`config.mk`:
```
export PLATFORM = sky130hd
export DESIGN_NAME = positional_list_engine
export DESIGN_NICKNAME = d
export VERILOG_FILES = /design/src/rtl/ple_pkg.sv /design/src/rtl/positional_list_engine.sv
export VERILOG_INCLUDE_DIRS = /design/src /design/src/rtl
export SDC_FILE = /design/constraint.sdc
export NUM_CORES = 1
export LEC_CHECK = 0
export BUFFER_PORTS_ARGS = -buffer_cell sky130_fd_sc_hd__buf_2
export CAP_MARGIN = 15
export CORE_UTILIZATION = 30
export DETAILED_ROUTE_END_ITERATION = 8
export MAX_ROUTING_LAYER = met4
export PLACE_DENSITY = 0.45
export SYNTH_ARGS = -nofsm -noshare
export SYNTH_HDL_FRONTEND = slang
export SYNTH_SLANG_ARGS = --single-unit
```
`constraint.sdc`:
```
create_clock -name clk -period 5.2 [get_ports clk]
set_input_delay 0.52 -clock clk [delete_from_list [all_inputs] [get_ports clk]]
set_output_delay 0.52 -clock clk [all_outputs]
set_load 0.01 [all_outputs]
```
`src/rtl/positional_list_engine_defines.svh`:
```
// assertion macros for the positional list engine
// used by the top level only, relies on clk and rst in scope
`ifndef POSITIONAL_LIST_ENGINE_DEFINES_SVH
`define POSITIONAL_LIST_ENGINE_DEFINES_SVH

// property checked at every edge outside reset
`define PLE_ASSERT(lbl, prop, msg) \
  lbl: assert property (@(posedge clk) disable iff (rst) (prop)) else $error(msg);

// implication checked in the following cycle
`define PLE_ASSERT_NEXT(lbl, ante, cons, msg) \
  lbl: assert property (@(posedge clk) disable iff (rst) (ante) |=> (cons)) else $error(msg);

`endif

```
`src/rtl/ple_pkg.sv`:
```
// shared types and codes for the positional list engine
// no dependencies
package ple_pkg;

  // operation codes carried on s_tuser
  typedef enum logic [1:0] {
    K_INSERT = 2'd0,
    K_ERASE  = 2'd1,
    K_SORT   = 2'd2,
    K_DUMP   = 2'd3
  } kind_t;

  // sequencer states
  typedef enum logic [2:0] {
    ST_IDLE,
    ST_INS_WR,
    ST_INS_PUT,
    ST_ERA_WR,
    ST_SRT_LDI,
    ST_SRT_CMP,
    ST_SRT_PUT,
    ST_DMP_OUT
  } state_t;

  localparam int unsigned POS_W   = 5;
  localparam int unsigned VAL_W   = 32;
  localparam int unsigned IDX_W   = 4;
  localparam int unsigned COUNT_W = 5;

endpackage

```
`src/rtl/positional_list_engine.sv`:
```
// positional list engine: ordered list of signed values held in one sync memory
// insert shifts each entry at or above position up, erase shifts the entries above it down, sort is an exchange sort,
// dump gives one result per cycle while m_tready is high; one item is worked at a time
// the rate is set by the single read and single write port of the entry memory
// rst clears the count and the sequencer; entry memory has no reset
// depends on ple_pkg and positional_list_engine_defines.svh
`include "positional_list_engine_defines.svh"
module positional_list_engine #(
  parameter int unsigned DEPTH = 16
) (
  input  logic        clk,
  input  logic        rst,
  input  logic        s_tvalid,
  output logic        s_tready,
  input  logic [39:0] s_tdata,   // position[4:0], value[36:5], zero pad
  input  logic [1:0]  s_tuser,   // kind[1:0]
  output logic        m_tvalid,
  input  logic        m_tready,
  output logic [47:0] m_tdata,   // accepted[0], full_res[1], has_element[2],
                                 // element[34:3], index[38:35], count[43:39], zero pad
  output logic        m_tlast    // last
);
  import ple_pkg::*;

  localparam int unsigned CW   = $clog2(DEPTH + 1);
  localparam int unsigned AW   = $clog2(DEPTH);
  localparam int unsigned CMPW = (CW > POS_W) ? CW : POS_W;

  // entry memory
  logic [VAL_W-1:0] mem [DEPTH];
  logic [VAL_W-1:0] rdata;
  logic             re, we;
  logic [AW-1:0]    raddr, waddr;
  logic [VAL_W-1:0] wdata;

  // control and working registers
  state_t           state, state_next;
  logic [CW-1:0]    cnt, cnt_next;
  logic [CW-1:0]    i, i_next, j, j_next;
  logic [POS_W-1:0] pos_r, pos_next;
  logic [VAL_W-1:0] val_r, val_next, cur, cur_next;

  // output register
  logic             out_load, out_acc, out_full, out_has, out_last;
  logic [VAL_W-1:0] out_elem;
  logic [IDX_W-1:0] out_idx;
  logic             o_acc, o_full, o_has, o_last;
  logic [VAL_W-1:0] o_elem;
  logic [IDX_W-1:0] o_idx;
  logic [COUNT_W-1:0] o_cnt;

  logic [POS_W-1:0] in_pos;
  logic [VAL_W-1:0] in_val;
  kind_t            in_kind;
  logic [CMPW-1:0]  pos_w, cnt_w, posr_w;
  logic             out_free;

  assign in_pos   = s_tdata[4:0];
  assign in_val   = s_tdata[36:5];
  assign in_kind  = kind_t'(s_tuser);
  assign pos_w    = CMPW'(in_pos);
  assign posr_w   = CMPW'(pos_r);
  assign cnt_w    = CMPW'(cnt);
  assign out_free = !m_tvalid || m_tready;
  assign s_tready = !rst && (state == ST_IDLE) && !m_tvalid;

  // memory ports
  always_ff @(posedge clk) begin
    if (we) begin
      mem[waddr] <= wdata;
    end
    if (re) begin
      rdata <= mem[raddr];
    end
  end

  // sequencer state and counters
  always_ff @(posedge clk) begin
    if (rst) begin
      state <= ST_IDLE;
      cnt   <= '0;
    end else begin
      state <= state_next;
      cnt   <= cnt_next;
    end
    i     <= i_next;
    j     <= j_next;
    pos_r <= pos_next;
    val_r <= val_next;
    cur   <= cur_next;
  end

  // next state, memory control and result load
  always_comb begin
    state_next = state;
    cnt_next   = cnt;
    i_next     = i;
    j_next     = j;
    pos_next   = pos_r;
    val_next   = val_r;
    cur_next   = cur;
    re         = 1'b0;
    raddr      = '0;
    we         = 1'b0;
    waddr      = '0;
    wdata      = cur;
    out_load   = 1'b0;
    out_acc    = 1'b1;
    out_full   = 1'b0;
    out_has    = 1'b0;
    out_elem   = '0;
    out_idx    = '0;
    out_last   = 1'b1;
    unique case (state)
      ST_IDLE: begin
        if (s_tvalid && s_tready) begin
          pos_next = in_pos;
          val_next = in_val;
          case (in_kind)
            K_INSERT: begin
              if (cnt == CW'(DEPTH)) begin
                out_load = 1'b1;
                out_acc  = 1'b0;
                out_full = 1'b1;
              end else if (pos_w > cnt_w) begin
                out_load = 1'b1;
                out_acc  = 1'b0;
              end else if (pos_w == cnt_w) begin
                state_next = ST_INS_PUT;
              end else begin
                i_next     = cnt;
                re         = 1'b1;
                raddr      = AW'(cnt - 1'b1);
                state_next = ST_INS_WR;
              end
            end
            K_ERASE: begin
              if (pos_w >= cnt_w) begin
                out_load = 1'b1;
                out_acc  = 1'b0;
              end else if (pos_w + 1'b1 == cnt_w) begin
                cnt_next = cnt - 1'b1;
                out_load = 1'b1;
              end else begin
                i_next     = CW'(in_pos);
                re         = 1'b1;
                raddr      = AW'(in_pos + 1'b1);
                state_next = ST_ERA_WR;
              end
            end
            K_SORT: begin
              if (cnt <= CW'(1)) begin
                out_load = 1'b1;
              end else begin
                i_next     = '0;
                re         = 1'b1;
                raddr      = '0;
                state_next = ST_SRT_LDI;
              end
            end
            default: begin
              if (cnt == '0) begin
                out_load = 1'b1;
              end else begin
                i_next     = '0;
                re         = 1'b1;
                raddr      = '0;
                state_next = ST_DMP_OUT;
              end
            end
          endcase
        end
      end
      // shift one entry up, reading the next lower one
      ST_INS_WR: begin
        we     = 1'b1;
        waddr  = AW'(i);
        wdata  = rdata;
        i_next = i - 1'b1;
        if (CMPW'(i - 1'b1) == posr_w) begin
          state_next = ST_INS_PUT;
        end else begin
          re    = 1'b1;
          raddr = AW'(i - 2'd2);
        end
      end
      ST_INS_PUT: begin
        we         = 1'b1;
        waddr      = AW'(pos_r);
        wdata      = val_r;
        cnt_next   = cnt + 1'b1;
        out_load   = 1'b1;
        state_next = ST_IDLE;
      end
      // shift one entry down
      ST_ERA_WR: begin
        we     = 1'b1;
        waddr  = AW'(i);
        wdata  = rdata;
        i_next = i + 1'b1;
        if (i + 2'd2 == cnt) begin
          cnt_next   = cnt - 1'b1;
          out_load   = 1'b1;
          state_next = ST_IDLE;
        end else begin
          re    = 1'b1;
          raddr = AW'(i + 2'd2);
        end
      end
      // exchange sort: hold the running minimum for slot i
      ST_SRT_LDI: begin
        cur_next   = rdata;
        j_next     = i + 1'b1;
        re         = 1'b1;
        raddr      = AW'(i + 1'b1);
        state_next = ST_SRT_CMP;
      end
      ST_SRT_CMP: begin
        if ($signed(cur) > $signed(rdata)) begin
          we       = 1'b1;
          waddr    = AW'(j);
          wdata    = cur;
          cur_next = rdata;
        end
        j_next = j + 1'b1;
        if (j + 1'b1 == cnt) begin
          state_next = ST_SRT_PUT;
        end else begin
          re    = 1'b1;
          raddr = AW'(j + 1'b1);
        end
      end
      ST_SRT_PUT: begin
        we     = 1'b1;
        waddr  = AW'(i);
        wdata  = cur;
        i_next = i + 1'b1;
        if (i + 2'd2 == cnt) begin
          out_load   = 1'b1;
          state_next = ST_IDLE;
        end else begin
          re         = 1'b1;
          raddr      = AW'(i + 1'b1);
          state_next = ST_SRT_LDI;
        end
      end
      // one entry per result, stalled by the output register
      ST_DMP_OUT: begin
        if (out_free) begin
          out_load = 1'b1;
          out_has  = 1'b1;
          out_elem = rdata;
          out_idx  = IDX_W'(CMPW'(i));
          out_last = (i + 1'b1 == cnt);
          i_next   = i + 1'b1;
          if (i + 1'b1 == cnt) begin
            state_next = ST_IDLE;
          end else begin
            re    = 1'b1;
            raddr = AW'(i + 1'b1);
          end
        end
      end
      default: state_next = ST_IDLE;
    endcase
  end

  // output register
  always_ff @(posedge clk) begin
    if (rst) begin
      m_tvalid <= 1'b0;
    end else if (out_load) begin
      m_tvalid <= 1'b1;
    end else if (m_tready) begin
      m_tvalid <= 1'b0;
    end
    if (out_load) begin
      o_acc  <= out_acc;
      o_full <= out_full;
      o_has  <= out_has;
      o_elem <= out_elem;
      o_idx  <= out_idx;
      o_last <= out_last;
      o_cnt  <= COUNT_W'(CMPW'(cnt_next));
    end
  end

  assign m_tdata = {4'd0, o_cnt, o_idx, o_elem, o_has, o_full, o_acc};
  assign m_tlast = o_last;

  // checks
  `PLE_ASSERT(a_cnt_range, cnt <= CW'(DEPTH), "entry count above depth")
  `PLE_ASSERT(a_ready_idle, !s_tready || state == ST_IDLE, "ready outside idle")
  `PLE_ASSERT_NEXT(a_cnt_step, cnt != cnt_next,
    (cnt == $past(cnt) + 1'b1) || (cnt + 1'b1 == $past(cnt)), "count moved by more than one")
  `PLE_ASSERT_NEXT(a_full_refuse, s_tvalid && s_tready && in_kind == K_INSERT && cnt == CW'(DEPTH),
    m_tvalid && !m_tdata[0] && m_tdata[1], "full insert not flagged")

endmodule

```
==> run_results.csv <==
group,metric,value,unit
run_status,status,"finished, final reports clean",
cts,cts_tree,"yes",
floorplanning,die_area,95800,µm²
cts,root_buffer,"clkbuf_16",
drt,routedWlPerCell,24.7,µm
worst_hold_path,holdPathStages,1,
cells_and_area,nFillCells,8925,
placed_design,gp_congestion,0.824,
timing,tns,0,ns
yosys,synth_edf_count,668,
job,maxCapViolCount,0,
power_and_ir_drop,cellLeakagePower,12.9,nW
global_route,grt.total_usage,17.5,%
worst_hold_path,min_path_type,"input port to flop",
yosys,syn_avg_cell_area,15.6,µm²
yosys,ys_ff_latch,677,
floorplanning,die_x,309,µm
worst_setup_path,critPathMaxStageDelay,0.66,ns
worst_setup_path,cp.arrival,5.20,ns
placed_design,dpl.hpwl,46.2,mm
cts,post_cts_buffers,0,
cts,clk_latency,0.64,ns
timing,rsz0062_at_grt,"no",
global_route,antenna_found_initial,1,
yosys,async_flop_share,0,%
floorplanning,core_area,93500,µm²
yosys,synthFlopType,"edfxtp_1",
floorplanning,io_pins,97,
yosys,synth_cells,1813,
power_and_ir_drop,total_power,20.4,mW
timing,finalHoldViolCount,0,
timing,slew_headroom,24.7,%
timing,fin_crit_sh,93.6,%
cts,clock_sinks,677,
cells_and_area,fin_nets,2075,
worst_hold_path,min_delay_worst_endpoint,"val_r[11]$_DFFE_PP_",
worst_setup_path,r2r-end,"mem[5][18]$_DFFE_PP_",
worst_setup_path,cpMaxStageDelayCell,"nor4_2",
cts,cts_max_level,3,
worst_setup_path,required,5.54,ns
timing,layout_min_cycle_time,4.87,ns
drt,drt_iter0_drc,1374,
cells_and_area,drive_gt1_share,16.5,%
global_route,first_global_vias,16422,
cells_and_area,diodes,0,
worst_setup_path,cp_max_fo,15,
cells_and_area,syn_to_final_growth,18.7,%
drt,wl,81.2,mm
placed_design,port_buffers,89,
floorplanning,initial_core_util,30.3,%
floorplanning,die_h,309,µm
worst_hold_path,worstHoldStart,"s_tdata[16]",
drt,drt_pass1_iterations,7,
global_route,grt_remaining_overflow,0,
worst_setup_path,cp-end-kind,"flop",
timing,setup_viol,0,
yosys,netlist_area,28400,µm²
timing,skew,0.0273,ns
power_and_ir_drop,ir_drop,0.000317,V
worst_setup_path,setup.worst_path.class,"flop to flop",
cts,cts_hold_buffers,0,
worst_setup_path,rr_startpoint,"rdata[23]$_DFFE_PP_",
cts,cts.path.max_buffers,3,
global_route,grt_max_degree,47,
cts,clk_pin_slew_worst_paths,0.06,ns
timing,max_freq,205,MHz
yosys,yosysUniqueCellTypes,70,
worst_setup_path,r2r_cells,12,
worst_setup_path,path_cells,"inv_1 > ha_1 > nand4_1 > nor4_2 > nand2_1 > a211oi_1 > a2111oi_0 > o2111a_1 > or4_1 > o32a_1 > nor2_4 > buf_12",
drt,vias,16621,
drt,drc_errors,0,
timing,finalMaxSlewViolations,0,
yosys,ys_seq_area_share,71.4,%
global_route,grt_pass1_wl,117,mm
cts,cts_buffers,77,
yosys,ys_warn_count,0,
worst_setup_path,r2r_slack,0.33,ns
drt,via_per_inst,5.05,
drt,ant_nets,0,
power_and_ir_drop,power_density,607,nW/µm²
worst_setup_path,start_kind,"flop",
cts,cts_resized,0,
floorplanning,rows,112,
timing,worst_slew_pin_slew,1.13,ns
worst max-delay path: cells and delay by family (launching register included):
kind / cells / cell delay, ns
buf+inv: 2 / 0.33
flops: 1 / 0.48
fa+ha+maj: 1 / 0.31
simple gates: 5 / 2.24
compound gates: 4 / 1.18
routing by layer:
metal  track usage (%)  up-vias  wire [µm]
met4              4.65        0       1760
met3              2.22      129       3440
li1                  -     7451          -
met2              26.9      442      37500
met1              24.4     8599      38500
met5                 -        -          0
worst max-delay path by stage:
| stage | startpoint | end | slack [ns] | cells after the start |
|---|---|---|---|---|
| 2_1_floorplan | rdata[5]$_DFFE_PP_ | mem[15][0]$_DFFE_PP_ | 0.55 | 12 |
| 3_3_place_gp | rdata[23]$_DFFE_PP_ | mem[5][18]$_DFFE_PP_ | 0.15 | 12 |
| 3_5_place_dp | rdata[23]$_DFFE_PP_ | mem[5][18]$_DFFE_PP_ | 0.09 | 12 |
| 4_1_cts | rdata[23]$_DFFE_PP_ | mem[5][18]$_DFFE_PP_ | 0.05 | 12 |
| 5_1_grt | rdata[23]$_DFFE_PP_ | mem[5][18]$_DFFE_PP_ | 0.19 | 12 |
| 6_report | rdata[23]$_DFFE_PP_ | mem[5][18]$_DFFE_PP_ | 0.33 | 12 |
stage by stage:
step	instances	util [%]	setup slack (ns)	cell area, µm²	hold slack (ns)
after floorplan	1816	-	0.552	28400	0.466
after global placement	3149	33.3	0.147	31100	0.487
after detailed placement	3149	33.3	0.0905	31100	0.494
after CTS	3286	36.0	0.0527	33600	0.0124
after global routing	3289	36.0	0.188	33700	0.0246
final	3289	36.0	0.333	33700	0.0564
logic make-up (layout without fill, tap and decap cells):
logic type	after synthesis	in the layout	synth area share, %
other	1	4	0.0132
AOI/OAI and AO/OA	334	334	7.70
adders and majority gates	52	52	2.29
muxes	261	261	9.22
xor gates and xnor gates	45	45	1.54
and+or+nand+nor	284	284	5.26
buffers and inverters	159	378	2.59
DFF	677	677	71.4
synth_stat cells (4+ instances only):
master | count | area share (%)
a211oi_1 | 7 | 0.19
nor2_1 | 62 | 0.82
nand3_1 | 20 | 0.35
inv_1 | 54 | 0.71
dfxtp_1 | 9 | 0.64
and2_1 | 38 | 0.84
and3_1 | 4 | 0.088
clkbuf_1 | 50 | 0.66
xor2_1 | 16 | 0.49
ha_1 | 52 | 2.3
nor2b_1 | 11 | 0.24
nor3_1 | 8 | 0.14
o211ai_1 | 7 | 0.19
mux2i_1 | 259 | 9.1
nor4_1 | 5 | 0.11
a21oi_1 | 29 | 0.51
o22ai_1 | 132 | 2.9
edfxtp_1 | 668 | 71
nand2_1 | 70 | 0.93
a22oi_1 | 44 | 1.2
a31oi_1 | 4 | 0.088
nand2b_1 | 5 | 0.11
xnor2_1 | 26 | 0.80
a21o_1 | 13 | 0.34
nand4_1 | 15 | 0.33
buf_2 | 26 | 0.46
o21ai_0 | 56 | 0.99
buf_4 | 22 | 0.58
or4_1 | 35 | 0.93
report_power, final:
part	total, mW	leakage [nW]	switching (mW)	internal (mW)
clock network	5.32	1.21	2.23	3.09
logic	6.80	5.51	4.41	2.39
registers	8.29	6.14	0.434	7.86
cell usage in the layout, fill, tap and decap left out, types with 5 or more instances in the layout:
cell type    n
or4_1       35
o22ai_1    132
clkbuf_16   77
xor2_1      16
bufinv_16    7
ha_1        52
mux2i_1    259
clkbuf_1    11
clkinv_1    18
o21ai_0     48
inv_1       54
dfxtp_1      7
buf_2       89
a21oi_1     29
nor3_1       8
buf_4       67
and2_1      38
edfxtp_1   668
a21o_1      13
o211ai_1     7
o21ai_1      8
nand2_1     70
nand2b_1     5
clkinv_2    15
buf_12      28
a211oi_1     7
nor2_4      18
a22oi_1     44
nor2_1      44
xnor2_1     26
nand3_1     12
nor2b_1     11
nand4_1     15
nand3_2      8
registers in the layout, summed over array words and instances (netlist names), 4 cells and up:
name / flops
mem: 512
cur: 32
o_elem: 32
rdata: 32
val_r: 32
cnt: 5
i: 5
j: 5
o_cnt: 5
pos_r: 5
o_idx: 4
layout make-up:
cell class	instances	area (µm²)	share of cell area (%)
repair buffers	187	1550	4.59
well taps	1254	1570	4.66
multi-input cells	980	7610	22.6
clock buffers	88	1970	5.85
inverters	54	203	0.602
flip-flops and latches	677	20200	60.1
clock inverters	49	512	1.52
Note: power is estimated with default switching activity, not from simulation.
